==> src/rtl/rtp_pkg.sv <==
// shared types, constants and angle table for the two-point rigid transform
package rtp_pkg;

  localparam int ROTATION_STAGES = 16;
  localparam int COORD_BITS      = 32;
  localparam int N_CELLS         = (ROTATION_STAGES > 32) ? 32 : ROTATION_STAGES;
  localparam int GUARD_BITS      = 14;
  // datapath width: Q16.30 plus sign after fold plus cordic growth
  localparam int DW              = 50;
  localparam int ZW              = 34;
  localparam int PW              = DW + 17;
  localparam int RW              = DW + 1;
  localparam int GAIN_HI         = 39796;
  localparam int GAIN_LO         = 60840;
  localparam int POST_STAGES     = 3;
  localparam int LATENCY         = 1 + N_CELLS + POST_STAGES;

  localparam logic signed [RW-1:0] SAT_HI = (RW'(1) <<< (COORD_BITS - 1)) - RW'(1);
  localparam logic signed [RW-1:0] SAT_LO = -SAT_HI - RW'(1);

  typedef struct packed {
    logic signed [31:0] base_x;
    logic signed [31:0] base_y;
    logic signed [15:0] base_heading;
    logic signed [31:0] first_x;
    logic signed [31:0] first_y;
    logic signed [31:0] second_x;
    logic signed [31:0] second_y;
  } req_t;

  typedef struct packed {
    logic signed [31:0] global_first_x;
    logic signed [31:0] global_first_y;
    logic signed [31:0] global_second_x;
    logic signed [31:0] global_second_y;
  } res_t;

  typedef struct packed {
    logic signed [DW-1:0] x1;
    logic signed [DW-1:0] y1;
    logic signed [DW-1:0] x2;
    logic signed [DW-1:0] y2;
    logic signed [ZW-1:0] z;
    logic signed [31:0]   bx;
    logic signed [31:0]   by;
  } stage_t;

  // atan(2^-i) in units of 2^32 per turn
  function automatic logic signed [ZW-1:0] atan_lut(input logic [4:0] i);
    logic signed [ZW-1:0] a;
    case (i)
      5'd0:  a = ZW'(536870912);
      5'd1:  a = ZW'(316933406);
      5'd2:  a = ZW'(167458907);
      5'd3:  a = ZW'(85004756);
      5'd4:  a = ZW'(42667331);
      5'd5:  a = ZW'(21354465);
      5'd6:  a = ZW'(10679838);
      5'd7:  a = ZW'(5340245);
      5'd8:  a = ZW'(2670163);
      5'd9:  a = ZW'(1335087);
      5'd10: a = ZW'(667544);
      5'd11: a = ZW'(333772);
      5'd12: a = ZW'(166886);
      5'd13: a = ZW'(83443);
      5'd14: a = ZW'(41722);
      5'd15: a = ZW'(20861);
      5'd16: a = ZW'(10430);
      5'd17: a = ZW'(5215);
      5'd18: a = ZW'(2608);
      5'd19: a = ZW'(1304);
      5'd20: a = ZW'(652);
      5'd21: a = ZW'(326);
      5'd22: a = ZW'(163);
      5'd23: a = ZW'(81);
      5'd24: a = ZW'(41);
      5'd25: a = ZW'(20);
      5'd26: a = ZW'(10);
      5'd27: a = ZW'(5);
      5'd28: a = ZW'(3);
      5'd29: a = ZW'(1);
      5'd30: a = ZW'(1);
      default: a = '0;
    endcase
    return a;
  endfunction

endpackage

==> src/rtl/rtp_post.sv <==
// gain correction, rounding to q16.16, base offset and saturation for one coordinate
module rtp_post (
  input  logic                           clk_i,
  input  logic signed [rtp_pkg::DW-1:0]  v_i,
  input  logic signed [31:0]             base_i,
  output logic signed [31:0]             coord_o
);

  localparam logic signed [rtp_pkg::PW-1:0] KHI = rtp_pkg::PW'(rtp_pkg::GAIN_HI);
  localparam logic signed [rtp_pkg::PW-1:0] KLO = rtp_pkg::PW'(rtp_pkg::GAIN_LO);
  localparam logic signed [rtp_pkg::DW-1:0] HALF =
    rtp_pkg::DW'(1) <<< (rtp_pkg::GUARD_BITS - 1);

  logic signed [rtp_pkg::PW-1:0] hi_q, lo_q, hi_d, lo_d, sum;
  logic signed [rtp_pkg::DW-1:0] g_d, g_q, gr;
  logic signed [rtp_pkg::RW-1:0] r;
  logic signed [31:0]            b1_q, b2_q, out_d, out_q;

  always_comb begin
    hi_d = rtp_pkg::PW'(v_i) * KHI;
    lo_d = rtp_pkg::PW'(v_i) * KLO;
    sum  = hi_q + (lo_q >>> 16);
    g_d  = rtp_pkg::DW'(sum >>> 16);
    gr   = (g_q + HALF) >>> rtp_pkg::GUARD_BITS;
    r    = {gr[rtp_pkg::DW-1], gr} + {{(rtp_pkg::RW-32){b2_q[31]}}, b2_q};
    if (r > rtp_pkg::SAT_HI) begin
      out_d = rtp_pkg::SAT_HI[31:0];
    end else if (r < rtp_pkg::SAT_LO) begin
      out_d = rtp_pkg::SAT_LO[31:0];
    end else begin
      out_d = r[31:0];
    end
  end

  always_ff @(posedge clk_i) begin
    hi_q  <= hi_d;
    lo_q  <= lo_d;
    b1_q  <= base_i;
    g_q   <= g_d;
    b2_q  <= b1_q;
    out_q <= out_d;
  end

  assign coord_o = out_q;

endmodule

==> config.mk <==
export PLATFORM = sky130hd
export DESIGN_NAME = rtp_post
export DESIGN_NICKNAME = d
export VERILOG_FILES = /design/src/rtl/rtp_pkg.sv /design/src/rtl/rtp_post.sv
export SDC_FILE = /design/constraint.sdc
export NUM_CORES = 2
export LEC_CHECK = 0
export ABC_AREA = 1
export BUFFER_PORTS_ARGS = -buffer_cell sky130_fd_sc_hd__buf_4
export CORE_MARGIN = 5
export CORE_UTILIZATION = 53
export CTS_CLUSTER_DIAMETER = 30
export DETAILED_ROUTE_END_ITERATION = 8
export GPL_TIMING_DRIVEN = 1
export PLACE_DENSITY = 0.83
export REMOVE_ABC_BUFFERS = 1
export SYNTH_ARGS = -nofsm -noshare
export SYNTH_HDL_FRONTEND = slang
export SYNTH_SLANG_ARGS = --single-unit
==> constraint.sdc <==
create_clock -name clk_i -period 4.8 [get_ports clk_i]
set_input_delay 0.48 -clock clk_i [delete_from_list [all_inputs] [get_ports clk_i]]
set_output_delay 0.48 -clock clk_i [all_outputs]
set_load 0.02 [all_outputs]
==> run metrics <==
Top FF cell, synth=dfxtp_1; TritonRoute pass-1 iters=9; share of layout cells above drive strength 1=0.355; Tmin final=5.53 ns; Total Nets Final=7,551; arrival time worst endpoint=6.01 ns; Rel. slew slack=0.500; number of antenna violations at the first check in global routing=6; storage element area=4920 um^2; WL/cell=23.6 um; core footprint=77,100 um^2; Initial DRC Count=4,561; synth top area cells=fa_1 (30%), ha_1 (15%), inv_1 (14%), dfxtp_1 (12%), nand2_1 (7.3%); Slew Limit Fails=0; cell family with most CP delay=adder cells; initial core utilization=0.531; Total Wirelength=175,000 um; Reg2Reg Setup Slack=0.40 ns; total track usage=0.353; WP data required=5.27 ns; share of Yosys cell area claimed by the top area cell type=0.303; I/O Buffers=114; hpwl dp=120,000 um; Root Driver=clkbuf_16; post-route cell area=59,000 um^2; area delta synth->final=44.1%; top-count cell post-synth=inv_1; Core Rows=102; RePlAce Congestion=1.02; max layer used=met5; Hold Crit Class=in -> reg; CTS H-tree depth=2; CTS tree=built; setup ws final=-0.731 ns; worst-margin pin slew=0.742 ns; register area share after synthesis=0.120; Reg2Reg Depth=24; synthesized area=40,900 um^2; CP cell instances=buf_12, buf_6, ha_4, xor2_4, ha_4, buf_4, fa_1, fa_1, fa_1, inv_2, fa_1, inv_1, ha_4, a21oi_1, o21ai_1, a21oi_1, o21ai_1, a211oi_2, nand2_1, xor2_1; flops & latches, synth=246; cts bufs inserted=44; CP startpoint=v_i[10]; dpl cell area=49,700 um^2; Worst Hold Path EP=b1_q[3]$_DFF_P_; CP startpoint kind=primary input; Die Wd=288 um; Crit Reg-Reg Startpoint=g_q[13]$_DFF_P_; Hold Crit Start=base_i[3]; largest net degree at the start of global routing=32; drt drc=0; die area=82,900 um^2; Finish-stage setup viols=93; metal2 WL=80,000 um; Worst setup EP type=register; Cell variety after synth=45; Vias=43.3k; Setup TNS Final=-26.70 ns; Layout Skew=0.0430 ns; CP peak stage delay=0.62 ns; Hold Slack=0.0181 ns; hold path cells=1; WP buf/inv=5; worst skew pair latency=0.59 ns; async set or reset register ratio after synthesis=0; Crit Path Category=in -> reg; CP most frequent cell=fa_1; wl on met1=58,700 um; synthesized instance count=5,204; DRT antenna net count=0; drt via density=5.84; DR WL met3=18,400 um; outcome=finished with violations; fill cell count=4,539; most frequent cells after synthesis=inv_1 (1,486), nand2_1 (795), fa_1 (620); CP max FO=4; Ys Warns=0; period utilisation layout=1.15; CTS Sinks=246; maxcap violations=0; first-pass GRT wire length=228,000 um; hold buffer count at cts=0; failing checks=setup timing; RR Endpoint=coord_o[13]$_SDFF_PN1_; Syn Area/Cell=7.87 um^2; Worst-path clk slew=0.06 ns; global route overflow=0; IO Count=115; multi-input gate area in the final layout=36,500 um^2; leading area contributor after synthesis=fa_1; CP max-delay cell=a211oi_2; Clock Path Buffers=3; Hold Violations, Final=0; fmax=181 MHz; RSZ-0062 raised after global routing=yes; vias in the first global route=42.7k; die height=288 um; Post-synth EDFFs=0
## area by class of cell
| type | instances | area share |
|---|---|---|
| antenna | 2 | 0.0000848 |
| clock buffer | 45 | 0.0191 |
| clock inverter | 37 | 0.00751 |
| inverter | 1489 | 0.0953 |
| multi-input combinational | 3462 | 0.619 |
| sequential | 246 | 0.0835 |
| tap | 1040 | 0.0221 |
| timing repair buffer | 1104 | 0.153 |
## worst reg2reg max path: stages, from the launching register on
cell	delay, ns
dfxtp_1	0.34
ha_1	0.17
nand2_1	0.07
inv_1	0.12
nand3b_4	0.11
nor3_4	0.23
nand4_1	0.18
nor2_1	0.26
nand3_1	0.24
nor3_1	0.28
xnor2_1	0.17
inv_1	0.06
ha_1	0.36
nand2_1	0.13
nor2_1	0.16
nand2_1	0.10
nor2_1	0.23
nand3_1	0.17
nand3_1	0.12
nand2_1	0.05
nand2_1	0.10
nand3_1	0.12
o21ai_4	0.14
buf_6	0.25
nand2_1	0.12
## per-stage QoR
step / setup WS, ns / std cells / util
after detailed placement: -1.29 / 7236 / 0.645
after CTS: -0.130 / 7374 / 0.717
after global routing: -0.801 / 7423 / 0.765
after floorplan: -0.264 / 5197 / -
after global placement: -1.35 / 7236 / 0.645
final: -0.731 / 7425 / 0.765
## state kept, by name, indices dropped and copies added (netlist names)
register and flops:
lo_q 52, g_q 37, coord_o 32, b1_q 32
b2_q 32, hi_q 61
## per-layer routing
| layer | vias up | GRT usage |
|---|---|---|
| li1 | 18086 | - |
| met1 | 20403 | 0.425 |
| met2 | 3396 | 0.610 |
| met3 | 1450 | 0.0599 |
| met4 | 6 | 0.178 |
| met5 | - | 0 |
## placed cells by master (no fill, tap or decap), types with 32 or more instances in the layout
master / instances
a21o_1: 32
a21oi_1: 182
a21oi_2: 69
buf_4: 970
buf_6: 99
clkbuf_16: 45
dfxtp_1: 246
fa_1: 543
fa_2: 77
ha_1: 301
ha_4: 182
inv_1: 1322
inv_2: 156
nand2_1: 638
nand2_2: 118
nand2_4: 45
nand3_1: 87
nand3_2: 33
nand4_1: 40
nor2_1: 283
nor2_2: 83
nor2_4: 60
o21ai_0: 86
o21ai_1: 36
o21ai_2: 37
xnor2_1: 53
xor2_1: 131
## worst max-delay path by stage
stage | to | slack, ns | cells past startpoint
after floorplan | lo_q[46]$_DFF_P_ | -0.26 | 23
after global placement | hi_q[64]$_DFF_P_ | -1.35 | 23
after detailed placement | hi_q[64]$_DFF_P_ | -1.29 | 23
after CTS | hi_q[64]$_DFF_P_ | -0.13 | 24
after global routing | lo_q[48]$_DFF_P_ | -0.80 | 26
final | lo_q[55]$_DFF_P_ | -0.73 | 20
## logic make-up (layout without fill, tap and decap cells)
kind of cell             Yosys count  after routing  synth area share
AO/OA/AOI/OAI                    616            616            0.0848
XOR/XNOR                         232            232            0.0501
adder cells (fa/ha/maj)         1121           1121             0.456
AND/OR/NAND/NOR                 1493           1493             0.150
flip-flops                       246            246             0.120
other                              0              2                 0
buffers and inverters           1496           2675             0.138
## what timing repair did
action / CTS / global route
setup endpoints to repair: 88 / 123
pin swaps: 238 / 448
resized for setup: 720 / 848
buffers inserted: 65 / 72
Power is not shown: default switching activity piles up to over one toggle a cycle in this logic, so the estimate is an artifact.
